`config.mk`:
```
export PLATFORM = sky130hd
export DESIGN_NAME = long_press_detector_unit_flat
export DESIGN_NICKNAME = d
export VERILOG_FILES = /design/src/hw/rtl/lpd_pkg.sv /design/src/hw/rtl/lpd_in_if.sv /design/src/hw/rtl/lpd_out_if.sv /design/src/hw/rtl/lpd_cfg.sv /design/src/hw/rtl/lpd_in_stage.sv /design/src/hw/rtl/lpd_core.sv /design/src/hw/rtl/long_press_detector_unit.sv /design/src/flat_wrapper.sv
export SDC_FILE = /design/constraint.sdc
export NUM_CORES = 1
export LEC_CHECK = 0
export ABC_AREA = 1
export BUFFER_PORTS_ARGS = -buffer_cell sky130_fd_sc_hd__buf_2
export CORE_MARGIN = 4
export CORE_UTILIZATION = 35
export DETAILED_ROUTE_END_ITERATION = 12
export HOLD_SLACK_MARGIN = 0.02
export SLEW_MARGIN = 20
export SYNTH_ARGS = -nofsm -noshare
export SYNTH_HDL_FRONTEND = slang
export SYNTH_SLANG_ARGS = --single-unit
```
`constraint.sdc`:
```
create_clock -name clk -period 11.55 [get_ports clk]
set_clock_uncertainty 0.05 [all_clocks]
set_input_delay 0.5775 -clock clk [delete_from_list [all_inputs] [get_ports clk]]
set_output_delay 0.5775 -clock clk [all_outputs]
set_load 0.02 [all_outputs]
```
`src/hw/rtl/lpd_pkg.sv`:
```
package lpd_pkg;

  localparam int unsigned OP_W    = 3;
  localparam int unsigned KIND_W  = 2;
  localparam int unsigned THR_W   = 16;
  localparam int unsigned TIME_W  = 32;
  localparam int unsigned APB_DW  = 32;
  localparam int unsigned APB_AW  = 3;

  // Event codes on the input channel
  localparam logic [OP_W-1:0] OP_BEGIN  = 3'd0;
  localparam logic [OP_W-1:0] OP_MOVE   = 3'd1;
  localparam logic [OP_W-1:0] OP_CANCEL = 3'd2;
  localparam logic [OP_W-1:0] OP_END    = 3'd3;
  localparam logic [OP_W-1:0] OP_TICK   = 3'd4;

  // Result kinds
  localparam logic [KIND_W-1:0] EV_NONE    = 2'd0;
  localparam logic [KIND_W-1:0] EV_START   = 2'd1;
  localparam logic [KIND_W-1:0] EV_RELEASE = 2'd2;

  // Register indexes (byte address bit 2)
  localparam logic REG_TIME_THR = 1'b0;
  localparam logic REG_MOVE_THR = 1'b1;

  localparam logic [THR_W-1:0] TIME_THR_RST = 16'd750;
  localparam logic [THR_W-1:0] MOVE_THR_RST = 16'd0;

  typedef struct packed {
    logic [THR_W-1:0] time_threshold;
    logic [THR_W-1:0] move_threshold;
  } cfg_t;

endpackage

```
`src/hw/rtl/lpd_in_if.sv`:
```
interface lpd_in_if #(
  parameter int COORD_WIDTH = 16
);
  logic                          valid;
  logic                          ready;
  logic [2:0]                    op;
  logic signed [COORD_WIDTH-1:0] x_pos;
  logic signed [COORD_WIDTH-1:0] y_pos;
  logic                          inside_req;
  logic [31:0]                   now_ms;

  modport source (
    output valid, op, x_pos, y_pos, inside_req, now_ms,
    input  ready
  );
  modport sink (
    input  valid, op, x_pos, y_pos, inside_req, now_ms,
    output ready
  );
endinterface

```
`src/hw/rtl/lpd_out_if.sv`:
```
interface lpd_out_if #(
  parameter int COORD_WIDTH = 16
);
  logic                          valid;
  logic                          ready;
  logic [1:0]                    event_kind;
  logic signed [COORD_WIDTH-1:0] event_x;
  logic signed [COORD_WIDTH-1:0] event_y;
  logic                          recognized;

  modport source (
    output valid, event_kind, event_x, event_y, recognized,
    input  ready
  );
  modport sink (
    input  valid, event_kind, event_x, event_y, recognized,
    output ready
  );
endinterface

```
`src/hw/rtl/lpd_cfg.sv`:
```
module lpd_cfg
  import lpd_pkg::*;
(
  input  logic              clk,
  input  logic              rst,
  input  logic              psel,
  input  logic              penable,
  input  logic              pwrite,
  input  logic [APB_AW-1:0] paddr,
  input  logic [APB_DW-1:0] pwdata,
  output logic [APB_DW-1:0] prdata,
  output logic              pready,
  output cfg_t              cfg
);

  logic wr_en;

  assign pready = 1'b1;
  assign wr_en  = psel && penable && pwrite;

  always_ff @(posedge clk) begin
    if (rst) begin
      cfg.time_threshold <= TIME_THR_RST;
      cfg.move_threshold <= MOVE_THR_RST;
    end else if (wr_en) begin
      case (paddr[2])
        REG_TIME_THR: cfg.time_threshold <= pwdata[THR_W-1:0];
        REG_MOVE_THR: cfg.move_threshold <= pwdata[THR_W-1:0];
        default: ;
      endcase
    end
  end

  always_comb begin
    case (paddr[2])
      REG_TIME_THR: prdata = APB_DW'(cfg.time_threshold);
      REG_MOVE_THR: prdata = APB_DW'(cfg.move_threshold);
      default:      prdata = '0;
    endcase
  end

endmodule

```
`src/hw/rtl/lpd_in_stage.sv`:
```
module lpd_in_stage (
  input logic      clk,
  input logic      rst,
  lpd_in_if.sink   s,
  lpd_in_if.source m
);

  logic valid;

  assign s.ready = !valid || m.ready;
  assign m.valid = valid;

  always_ff @(posedge clk) begin
    if (rst) begin
      valid <= 1'b0;
    end else if (s.ready) begin
      valid <= s.valid;
    end
  end

  always_ff @(posedge clk) begin
    if (s.valid && s.ready) begin
      m.op         <= s.op;
      m.x_pos      <= s.x_pos;
      m.y_pos      <= s.y_pos;
      m.inside_req <= s.inside_req;
      m.now_ms     <= s.now_ms;
    end
  end

endmodule

```
`src/hw/rtl/lpd_core.sv`:
```
module lpd_core
  import lpd_pkg::*;
#(
  parameter int COORD_WIDTH = 16
) (
  input  logic      clk,
  input  logic      rst,
  input  cfg_t      cfg,
  lpd_in_if.sink    s,
  lpd_out_if.source m
);

  localparam int CMP_W = (COORD_WIDTH + 1 > THR_W) ? COORD_WIDTH + 1 : THR_W;

  typedef logic signed [COORD_WIDTH-1:0] coord_t;

  // press state
  logic              hold_active;
  logic              timing;
  logic [TIME_W-1:0] start_time;
  coord_t            anchor_x;
  coord_t            anchor_y;

  logic              hold_active_next;
  logic              timing_next;
  logic [TIME_W-1:0] start_time_next;
  coord_t            anchor_x_next;
  coord_t            anchor_y_next;

  logic              out_valid;
  logic [KIND_W-1:0] kind_next;
  coord_t            ev_x_next;
  coord_t            ev_y_next;

  logic              advance;
  logic              do_check;
  logic              do_release;
  coord_t            cx;
  coord_t            cy;
  logic              cin;
  logic [COORD_WIDTH:0] dx;
  logic [COORD_WIDTH:0] dy;
  logic [COORD_WIDTH:0] adx;
  logic [COORD_WIDTH:0] ady;
  logic              drift;
  logic [TIME_W-1:0] elapsed;

  assign s.ready  = !out_valid || m.ready;
  assign advance  = s.valid && s.ready;
  assign m.valid  = out_valid;

  always_comb begin
    hold_active_next = hold_active;
    timing_next      = timing;
    start_time_next  = start_time;
    anchor_x_next    = anchor_x;
    anchor_y_next    = anchor_y;
    kind_next        = EV_NONE;
    ev_x_next        = '0;
    ev_y_next        = '0;
    do_check         = 1'b0;
    do_release       = 1'b0;
    cx               = s.x_pos;
    cy               = s.y_pos;
    cin              = 1'b1;

    // decode the event into a press check or a release
    case (s.op)
      OP_BEGIN: begin
        if (s.inside_req) begin
          anchor_x_next = s.x_pos;
          anchor_y_next = s.y_pos;
          do_check      = 1'b1;
        end
      end
      OP_MOVE: begin
        if (s.inside_req) begin
          if (!timing) begin
            anchor_x_next = s.x_pos;
            anchor_y_next = s.y_pos;
          end
          do_check = 1'b1;
        end else begin
          do_release = 1'b1;
        end
      end
      OP_CANCEL, OP_END: do_release = 1'b1;
      OP_TICK: begin
        if (timing) begin
          cx       = anchor_x;
          cy       = anchor_y;
          cin      = s.inside_req;
          do_check = 1'b1;
        end
      end
      default: ;
    endcase

    // drift from the anchor, per axis
    dx  = {cx[COORD_WIDTH-1], cx} - {anchor_x_next[COORD_WIDTH-1], anchor_x_next};
    dy  = {cy[COORD_WIDTH-1], cy} - {anchor_y_next[COORD_WIDTH-1], anchor_y_next};
    adx = dx[COORD_WIDTH] ? -dx : dx;
    ady = dy[COORD_WIDTH] ? -dy : dy;
    drift = (cfg.move_threshold != '0) &&
            ((CMP_W'(adx) > CMP_W'(cfg.move_threshold)) ||
             (CMP_W'(ady) > CMP_W'(cfg.move_threshold)));
    elapsed = s.now_ms - start_time;

    if (do_check) begin
      if (!cin || drift) begin
        do_release = 1'b1;
      end else if (!hold_active) begin
        if (!timing) begin
          timing_next     = 1'b1;
          start_time_next = s.now_ms;
        end else if (elapsed >= TIME_W'(cfg.time_threshold)) begin
          timing_next      = 1'b0;
          start_time_next  = '0;
          hold_active_next = 1'b1;
          kind_next        = EV_START;
          ev_x_next        = cx;
          ev_y_next        = cy;
        end
      end
    end

    if (do_release) begin
      timing_next      = 1'b0;
      start_time_next  = '0;
      hold_active_next = 1'b0;
      if (hold_active) begin
        kind_next = EV_RELEASE;
        ev_x_next = cx;
        ev_y_next = cy;
      end
    end
  end

  always_ff @(posedge clk) begin
    if (rst) begin
      hold_active <= 1'b0;
      timing      <= 1'b0;
      start_time  <= '0;
      anchor_x    <= '0;
      anchor_y    <= '0;
      out_valid   <= 1'b0;
    end else begin
      if (s.ready) begin
        out_valid <= s.valid;
      end
      if (advance) begin
        hold_active <= hold_active_next;
        timing      <= timing_next;
        start_time  <= start_time_next;
        anchor_x    <= anchor_x_next;
        anchor_y    <= anchor_y_next;
      end
    end
  end

  always_ff @(posedge clk) begin
    if (advance) begin
      m.event_kind <= kind_next;
      m.event_x    <= ev_x_next;
      m.event_y    <= ev_y_next;
      m.recognized <= hold_active_next;
    end
  end

endmodule

```
`src/hw/rtl/long_press_detector_unit.sv`:
```
// Long-press detector. Touch events (begin, move, cancel, end, tick) enter on
// in_ch with a position, a millisecond timestamp and the node hit-test flag;
// every accepted event produces exactly one result on out_ch: hold started,
// hold released or no event, plus the current recognized flag. A begin inside
// the node anchors the press and starts timing; once now_ms minus the start
// time (wrapping 32-bit) reaches time_threshold a hold starts. Leaving the
// node, cancel, end, or drifting more than move_threshold pixels on either
// axis from the anchor releases it (move_threshold 0 turns the drift check
// off). Throughput is one event per clock while out_ch accepts results;
// each event passes the input register and then the result register, and
// the decision logic between them (one 32-bit subtract-compare and two
// coordinate compares) is the critical path. Registers: time_threshold at
// byte address 0 (reset 750), move_threshold at address 4 (reset 0). Write
// them only while no event is in flight.
module long_press_detector_unit
  import lpd_pkg::*;
#(
  parameter int COORD_WIDTH = 16
) (
  input  logic              clk,
  input  logic              rst,
  lpd_in_if.sink            in_ch,
  lpd_out_if.source         out_ch,
  input  logic              psel,
  input  logic              penable,
  input  logic              pwrite,
  input  logic [APB_AW-1:0] paddr,
  input  logic [APB_DW-1:0] pwdata,
  output logic [APB_DW-1:0] prdata,
  output logic              pready
);

  cfg_t cfg;

  // staged event between input register and decision logic
  lpd_in_if #(.COORD_WIDTH(COORD_WIDTH)) stage_ch ();

  lpd_cfg u_cfg (
    .clk     (clk),
    .rst     (rst),
    .psel    (psel),
    .penable (penable),
    .pwrite  (pwrite),
    .paddr   (paddr),
    .pwdata  (pwdata),
    .prdata  (prdata),
    .pready  (pready),
    .cfg     (cfg)
  );

  // register the incoming transfer
  lpd_in_stage u_in_stage (
    .clk (clk),
    .rst (rst),
    .s   (in_ch),
    .m   (stage_ch)
  );

  // advance press state and register the result
  lpd_core #(.COORD_WIDTH(COORD_WIDTH)) u_core (
    .clk (clk),
    .rst (rst),
    .cfg (cfg),
    .s   (stage_ch),
    .m   (out_ch)
  );

endmodule
```
`src/flat_wrapper.sv`:
```
// flat-port wrapper written by rule: the top's interface ports become plain ports
module long_press_detector_unit_flat import lpd_pkg::*;
#(
  parameter int COORD_WIDTH = 16
)
  (clk, rst, psel, penable, pwrite, paddr, pwdata, prdata, pready, in_ch_valid, in_ch_op, in_ch_x_pos, in_ch_y_pos, in_ch_inside_req, in_ch_now_ms, in_ch_ready, out_ch_valid, out_ch_event_kind, out_ch_event_x, out_ch_event_y, out_ch_recognized, out_ch_ready);
  lpd_in_if #(.COORD_WIDTH(COORD_WIDTH)) in_ch_i ();
  lpd_out_if #(.COORD_WIDTH(COORD_WIDTH)) out_ch_i ();
  input  logic clk;
  input  logic rst;
  input  logic psel;
  input  logic penable;
  input  logic pwrite;
  input  logic [APB_AW-1:0] paddr;
  input  logic [APB_DW-1:0] pwdata;
  output logic [APB_DW-1:0] prdata;
  output logic pready;
  input wire logic [$bits(in_ch_i.valid)-1:0] in_ch_valid;
  input wire logic [$bits(in_ch_i.op)-1:0] in_ch_op;
  input wire logic [$bits(in_ch_i.x_pos)-1:0] in_ch_x_pos;
  input wire logic [$bits(in_ch_i.y_pos)-1:0] in_ch_y_pos;
  input wire logic [$bits(in_ch_i.inside_req)-1:0] in_ch_inside_req;
  input wire logic [$bits(in_ch_i.now_ms)-1:0] in_ch_now_ms;
  output wire logic [$bits(in_ch_i.ready)-1:0] in_ch_ready;
  output wire logic [$bits(out_ch_i.valid)-1:0] out_ch_valid;
  output wire logic [$bits(out_ch_i.event_kind)-1:0] out_ch_event_kind;
  output wire logic [$bits(out_ch_i.event_x)-1:0] out_ch_event_x;
  output wire logic [$bits(out_ch_i.event_y)-1:0] out_ch_event_y;
  output wire logic [$bits(out_ch_i.recognized)-1:0] out_ch_recognized;
  input wire logic [$bits(out_ch_i.ready)-1:0] out_ch_ready;
  assign in_ch_i.valid = in_ch_valid;
  assign in_ch_i.op = in_ch_op;
  assign in_ch_i.x_pos = in_ch_x_pos;
  assign in_ch_i.y_pos = in_ch_y_pos;
  assign in_ch_i.inside_req = in_ch_inside_req;
  assign in_ch_i.now_ms = in_ch_now_ms;
  assign in_ch_ready = in_ch_i.ready;
  assign out_ch_valid = out_ch_i.valid;
  assign out_ch_event_kind = out_ch_i.event_kind;
  assign out_ch_event_x = out_ch_i.event_x;
  assign out_ch_event_y = out_ch_i.event_y;
  assign out_ch_recognized = out_ch_i.recognized;
  assign out_ch_i.ready = out_ch_ready;
  long_press_detector_unit #(.COORD_WIDTH(COORD_WIDTH)) u_core (.clk(clk), .rst(rst), .in_ch(in_ch_i), .out_ch(out_ch_i), .psel(psel), .penable(penable), .pwrite(pwrite), .paddr(paddr), .pwdata(pwdata), .prdata(prdata), .pready(pready));
endmodule
```
# Yosys cells after proc, flatten, opt, wreduce, memory -nomap -nowiden
# Cells that the tools add are included.
# op_classes
n_mux	61
eq_ne	7
n_reduce_logical	21
n_addsub	5
order_cmp	3
n_bitwise	1
# op_table
operator	n
16-bit 2-to-1 mux	22
32-bit 2-to-1 mux	6
16-bit one-hot mux with 2 select lines	2
32-bit one-hot mux with 2 select lines	1
17-bit by 16-bit > comparator with 1-bit output	2
17-bit 2-to-1 mux	2
17-bit negation	2
16-bit by 16-bit subtractor with 17-bit output	2
32-bit by 16-bit >= comparator with 1-bit output	1
32-bit subtractor	1
1-bit 2-to-1 mux	24
16-bit nonzero test	1
3-bit by 2-bit == test with 1-bit output, second input constant	2
1-bit logical AND	5
5-bit AND reduction	1
1-bit logical OR	4
2-bit 2-to-1 mux	2
1-bit one-hot mux with 2 select lines	2
2-bit AND reduction	2
4-bit AND reduction	1
2-bit OR reduction	2
3-bit by 1-bit == test with 1-bit output, second input constant	1
3-bit == test, second input constant	1
1-bit zero test	3
other kinds (6)	6
# word_totals
input_bits	110
elab_cells	116
regBits	203
output_inout_bits	70

# Depth between registers and ports, before layout
# logic_depth
word_depth	14
depth_mapped	48
ltp_nobuf	46

# Hierarchy
# Synthesis repeated with hierarchy kept, for this count alone.
# hier_totals
hier_cells	2432
area_unflattened_um2	16087.9
# modules_own_cells
mod	seq_area_each_um2	area_per_inst_um2	cells_each	n_inst
lpd_core	2392.3	12289.3	2100	1
lpd_in_stage	2062.0	2089.5	74	1
lpd_cfg	640.6	1709.1	258	1

# Least setup slack after synthesis
# Ideal clock, no wire load.
# synth_path
path_type	reg2reg
start	register u_core.u_in_stage.m.op[2]
end	register u_core.u_core.m.event_x[15], data pin
t_required_ns	11.246
synth_period_minus_slack_ns	5.407
path_stages_with_launch	43
arrival_ns	5.102
n_path_buf	3
setup_ns	0.254
path_slack_ns	6.143
path_cell_list	edfxtp_1 > nor3_2 > inv_1 > nand2_1 > clkbuf_1 > nor2_1 > a211oi_1 > fa_1 > nand3_1 > nand2_1 > nand2_1 > nand2_1 > nand2_1 > nand2_1 > nand2_1 > nand3_1 > nand2_1 > nand2_1 > [7 not listed] > nand2_1 > nand2_1 > nand2_1 > nand4_1 > nand2_1 > nand2_1 > nand2_1 > nand2_1 > nand2_1 > nand2_1 > nand2_1 > nand4_2 > nand2_2 > nand3_4 > nand2_8 > nor2_1 > buf_2 > o21a_1
# synth_via
elab_chain_cells	13
word_cells_on_any_way	35
classes_between	add/sub (4); order compare (2); eq/ne (4); mux (18); reduce/logical (7)
# synth_rtl
item	line	text
from (decl)	lpd_in_if.sv:13	output valid, op, x_pos, y_pos, inside_req, now_ms,
3-bit by 1-bit == test with 1-bit output (tied with other cells)	lpd_core.sv:68	case (s.op)
16-bit one-hot mux with 2 select lines / 16-bit 2-to-1 mux (equally long branches)	lpd_core.sv:68	
16-bit by 16-bit subtractor with 17-bit output, on equally long branches	lpd_core.sv:100, lpd_core.sv:101	
17-bit negation, on equally long branches	lpd_core.sv:102, lpd_core.sv:103	
17-bit 2-to-1 mux, on equally long branches	lpd_core.sv:102, lpd_core.sv:103	
17-bit by 16-bit > comparator with 1-bit output, on equally long branches	lpd_core.sv:105, lpd_core.sv:106	
1-bit logical OR	lpd_core.sv:105	((CMP_W'(adx) > CMP_W'(cfg.move_threshold)) ||
1-bit logical AND	lpd_core.sv:104	drift = (cfg.move_threshold != '0) &&
1-bit logical OR	lpd_core.sv:110	if (!cin || drift) begin
16-bit 2-to-1 mux	lpd_core.sv:110	
16-bit 2-to-1 mux	lpd_core.sv:109	if (do_check) begin
16-bit 2-to-1 mux	lpd_core.sv:131	if (hold_active) begin
16-bit 2-to-1 mux (*)	lpd_core.sv:127	if (do_release) begin
net u_core.u_core.ev_x_next[15]	lpd_core.sv:32	coord_t ev_x_next;
to (signal assigned)	lpd_core.sv:164	m.event_x <= ev_x_next;
to (decl)	lpd_out_if.sv:12	output valid, event_kind, event_x, event_y, recognized,
# The timed path passes the listed nets; every way through them passes the cells marked *.
# A chain may end at the register's enable or synchronous reset.

# Final worst setup path
# layout_path
start	register u_core.u_in_stage.m.op[1]
end	register u_core.u_core.start_time[30]
# layout_via
elab_chain_cells	13
word_cells_on_any_way	34
classes_between	add/sub (4); order compare (2); eq/ne (7); mux (12); reduce/logical (9)
# layout_rtl
item	line	text
3-bit by 1-bit == test with 1-bit output (tied with other cells)	lpd_core.sv:68	
16-bit one-hot mux with 2 select lines / 16-bit 2-to-1 mux (equally long branches)	lpd_core.sv:68	
16-bit by 16-bit subtractor with 17-bit output, on equally long branches	lpd_core.sv:100, lpd_core.sv:101	
17-bit negation, on equally long branches	lpd_core.sv:102, lpd_core.sv:103	
17-bit 2-to-1 mux, on equally long branches	lpd_core.sv:102, lpd_core.sv:103	
17-bit by 16-bit > comparator with 1-bit output, on equally long branches	lpd_core.sv:105, lpd_core.sv:106	
1-bit logical OR	lpd_core.sv:105	
1-bit logical AND	lpd_core.sv:104	
1-bit logical OR	lpd_core.sv:110	
1-bit 2-to-1 mux	lpd_core.sv:110	
1-bit 2-to-1 mux	lpd_core.sv:109	
3-bit by 1-bit inequality test with 1-bit output (no source line) (tied with other cells)	n/a	
5-bit AND reduction (no source line)	n/a	
to (signal assigned)	lpd_core.sv:154	start_time <= start_time_next;
to (decl)	lpd_core.sv:20	logic [TIME_W-1:0] start_time;
# Several ways; a longest one is shown, not always the timed one.

==> metrics.md <==
| Metric | Value |
|---|---|
| Buffer depth of the longest clock path | `3` |
| Vias per std cell | `5.01` |
| Global Route Usage Sum | `19.0%` |
| Initial DRT Pass Iterations | `5` |
| Number of synthesized flops with an enable pin | `103` |
| Half-perimeter wire length after placement | `36900 um` |
| Met1 routed wirelength after detailed routing | `23700 um` |
| Die Span Y | `222 um` |
| Effective utilization at floorplan | `35.3%` |
| Synthesized area divided by synthesized cell count | `6.74 um^2` |
| Fill count | `4836` |
| Root buffer cell | `clkbuf_16` |
| Number of buffers inserted during clock tree synthesis | `24` |
| CTS resizes | `0` |
| Global-route wire length before repair | `77400 um` |
| Slew at the pin closest to its max-slew limit | `1.05 ns` |
| Final routed wirelength across all metal layers | `48600 um` |
| Reg-to-reg critical path endpoint | `u_core.u_core.start_time[30]$_SDFFE_PP0P_` |
| Total met3 wirelength after detailed routing | `2960 um` |
| Routed length on met2 | `21200 um` |
| Antenna violations before repair | `1` |
| Post-route ant nets | `0` |
| Clock slew at the register clock pins of the worst setup and hold paths | `0.06 ns` |
| Hold Path Depth | `1` |
| Critical path launch point type | `register` |
| Worst-path cell with the longest stage delay | `nand3_4` |
| Maximum level of the CTS H-tree | `1` |
| Final core utilization | `39.6%` |
| Final Max Tran Viols | `0` |
| Class of the tightest hold or removal check | `in2reg` |
| Wire per inst | `15.7 um` |
| X dimension of the die | `222 um` |
| Starting DRT DRC Count | `1167` |
| Primary FF master, synth | `edfxtp_1` |
| Netlist area before placement | `0.0160 mm^2` |
| FFs w/ async S/R, synth | `0%` |
| Worst-path maximum fanout | `50` |
| Max-capacitance violation count | `0` |
| Reg2reg path depth | `42` |
| Static leakage | `8.79 nW` |
| Setup fix buffers added after clock tree synthesis | `0` |
| Max Used Layer | `met4` |
| Setup repair after global routing missed its margin | `false` |
| Final setup violation count | `0` |
| Max-slew headroom at the worst pin | `30.0%` |
| DRC violations left | `0` |
| FF-to-FF Start | `u_core.u_in_stage.m.op[1]$_DFFE_PP_` |
| CTS tree | `built` |
| Footprint of the multi-input gates | `0.00900 mm^2` |
| Residual overflow from global routing | `0` |
| Syn Inst Count | `2369` |
| Storage cell area | `0.00510 mm^2` |
| Hold path endpoint | `u_core.u_in_stage.m.y_pos[9]$_DFFE_PP_` |
| Fraction of final layout cells with drive strength greater than 1 | `10.9%` |
| Total negative slack | `0 ns` |
| Source-to-sink clock delay at the later pin of the worst-skew pair | `0.54 ns` |
| Share of the yosys chip area belonging to registers | `31.9%` |
| Via Count | `15500` |
| Growth of design area from synthesis to finish | `12.3%` |
| Nets | `2703` |
| Min Clock Period, post-route | `7.63 ns` |
| VDD IR max | `67.0 uV` |
| Critical path class | `reg2reg` |
| Beginning of the worst hold path | `in_ch_y_pos[9]` |
| Count of unique library cells instantiated by Yosys | `48` |
| Slowest cell delay on critical path | `0.61 ns` |
| Required time reported for the critical path endpoint | `11.92 ns` |
| Run status | `completed` |
| I/O pin total | `180` |
| Synth Warn # | `0` |
| Data arrival time of the critical path | `8.00 ns` |
| Final Cell Area | `0.0179 mm^2` |
| Number of port buffers | `144` |
| Core Box Area | `0.0453 mm^2` |
| TritonCTS sink count | `203` |
| Critical Path End Type | `register` |
| Cell area power density | `145 mW/mm^2` |
| Flops & latches, synth | `203` |
| Maximum number of pins on one net before global-route repair | `86` |
| Most frequent cell on the critical path | `nand2_1` |
| Placed Area | `0.0172 mm^2` |
| Die Footprint | `0.0491 mm^2` |
| Final hold violation count | `0` |
| Final worst path period share | `66.1%` |
| Fmax | `131 MHz` |
| Rows | `78` |
| Final RePlAce weighted congestion | `0.914` |
| Vias in the first global route | `14600` |
| Worst reg-to-reg setup slack | `3.92 ns` |
| Count of hold buffers inserted by post-cts repair | `0` |
-- where the power goes --
part	switching, W	internal (W)
logic	0.000668	0.000353
registers	0.0000278	0.000803
clock network	0.000314	0.000444
-- stage by stage --
step           hold WS, ns  worst slack, ns  power, W  std cells
3_3_place_gp         0.440             4.21   0.00183       3051
2_1_floorplan        0.400             6.14   0.00161       2384
5_1_grt              0.143             3.15   0.00281       3096
3_5_place_dp         0.452             4.07   0.00186       3051
4_1_cts              0.132             4.04   0.00263       3095
6_report             0.166             3.92   0.00261       3096
-- layout make-up --
cell class | count | area share (%)
antenna | 1 | 0.0140
clock buffer | 29 | 3.63
clock inverter | 15 | 0.677
inverter | 396 | 8.30
multi-input combinational | 1695 | 50.2
sequential | 203 | 28.4
tap | 600 | 4.19
timing repair buffer | 157 | 4.56
-- sequential cells by signal, indices dropped and copies added (netlist names) --
signal / cells
u_core.u_cfg.cfg: 32
u_core.u_core.start_time: 32
u_core.u_in_stage.m.now_ms: 32
u_core.u_core.anchor_x: 16
u_core.u_core.anchor_y: 16
u_core.u_core.m.event_x: 16
u_core.u_core.m.event_y: 16
u_core.u_in_stage.m.x_pos: 16
u_core.u_in_stage.m.y_pos: 16
u_core.u_in_stage.m.op: 3
u_core.u_core.m.event_kind: 2
u_core.u_core.hold_active: 1
u_core.u_core.m.recognized: 1
u_core.u_core.m.valid: 1
u_core.u_core.timing: 1
u_core.u_in_stage.m.inside_req: 1
u_core.u_in_stage.m.valid: 1
-- cell usage in the layout (no fill, tap or decap), types with 5 or more instances in the layout --
master,instances
a211oi_1,27
buf_4,13
edfxtp_1,103
xnor2_1,8
o21ai_0,165
nor4_1,5
nand2_2,14
conb_1,17
nand2_1,668
ha_1,113
inv_2,17
o211ai_1,30
nand3b_1,11
xor2_1,35
a21oi_1,125
dfxtp_1,99
o22ai_1,5
clkinv_1,7
nor3_1,17
nand4_1,50
clkinv_2,7
nand3_1,79
nor2_2,19
nand2_4,11
o21a_1,32
inv_1,377
clkbuf_16,25
buf_2,144
nor2_1,218
a31oi_1,6
-- metal layers --
metal	vias up	GRT usage (%)
met4	0	4.22
met3	45	2.28
met5	-	0
li1	7850	-
met1	7189	27.5
met2	438	30.4
-- critical path, delay by kind of cell (launching register included) --
family,cells,cell delay (ns)
AOI/OAI and AO/OA,3,0.70
DFF,1,0.43
and+or+nand+nor,31,4.46
adders and majority gates,2,0.66
buffers and inverters,5,1.01
xor gates and xnor gates,1,0.11
-- worst max path at each step --
stage | endpoint | depth (start not counted) | slack, ns | start
after global placement | u_core.u_core.start_time[2]$_SDFFE_PP0P_ | 44 | 4.21 | u_core.u_in_stage.m.op[1]$_DFFE_PP_
after global routing | u_core.u_core.start_time[6]$_SDFFE_PP0P_ | 44 | 3.15 | u_core.u_in_stage.m.op[1]$_DFFE_PP_
after CTS | u_core.u_core.start_time[6]$_SDFFE_PP0P_ | 42 | 4.04 | u_core.u_in_stage.m.op[1]$_DFFE_PP_
final | u_core.u_core.start_time[30]$_SDFFE_PP0P_ | 42 | 3.92 | u_core.u_in_stage.m.op[1]$_DFFE_PP_
after detailed placement | u_core.u_core.start_time[6]$_SDFFE_PP0P_ | 42 | 4.07 | u_core.u_in_stage.m.op[1]$_DFFE_PP_
after floorplan | u_core.u_core.m.event_x[15]$_DFFE_PP_ | 42 | 6.14 | u_core.u_in_stage.m.op[2]$_DFFE_PP_
-- synth_stat cells, types with 5 or more instances --
cell type | n | area, um^2
ha_1 | 113 | 1410
xnor2_1 | 8 | 70.1
nand3_1 | 79 | 395
nor2_2 | 17 | 106
nand2_4 | 11 | 124
o21ai_0 | 165 | 826
buf_4 | 17 | 128
nand3b_1 | 11 | 82.6
o21a_1 | 32 | 240
nor4_1 | 5 | 31.3
o211ai_1 | 30 | 225
nor3_1 | 17 | 85.1
edfxtp_1 | 103 | 3090
clkbuf_1 | 54 | 203
buf_2 | 11 | 55.1
a211oi_1 | 27 | 203
nand4_1 | 50 | 313
nor2_1 | 220 | 826
xor2_1 | 35 | 307
dfxtp_1 | 100 | 2000
a31oi_1 | 6 | 37.5
nand2_1 | 668 | 2510
o22ai_1 | 5 | 31.3
inv_2 | 16 | 60.1
nand2_2 | 14 | 87.6
a21oi_1 | 125 | 626
inv_1 | 378 | 1420
-- cell families (layout without fill, tap and decap cells) --
group,count (synthesis),after routing,share of synthesized area (%)
AOI/OAI and AO/OA,411,411,14.7
xor gates and xnor gates,43,43,2.36
other,2,18,0.0470
buffers and inverters,486,597,12.1
DFF,203,203,31.9
adders and majority gates,116,116,9.23
and+or+nand+nor,1108,1108,29.6
No activity file was read; power rests on OpenSTA's default activity.
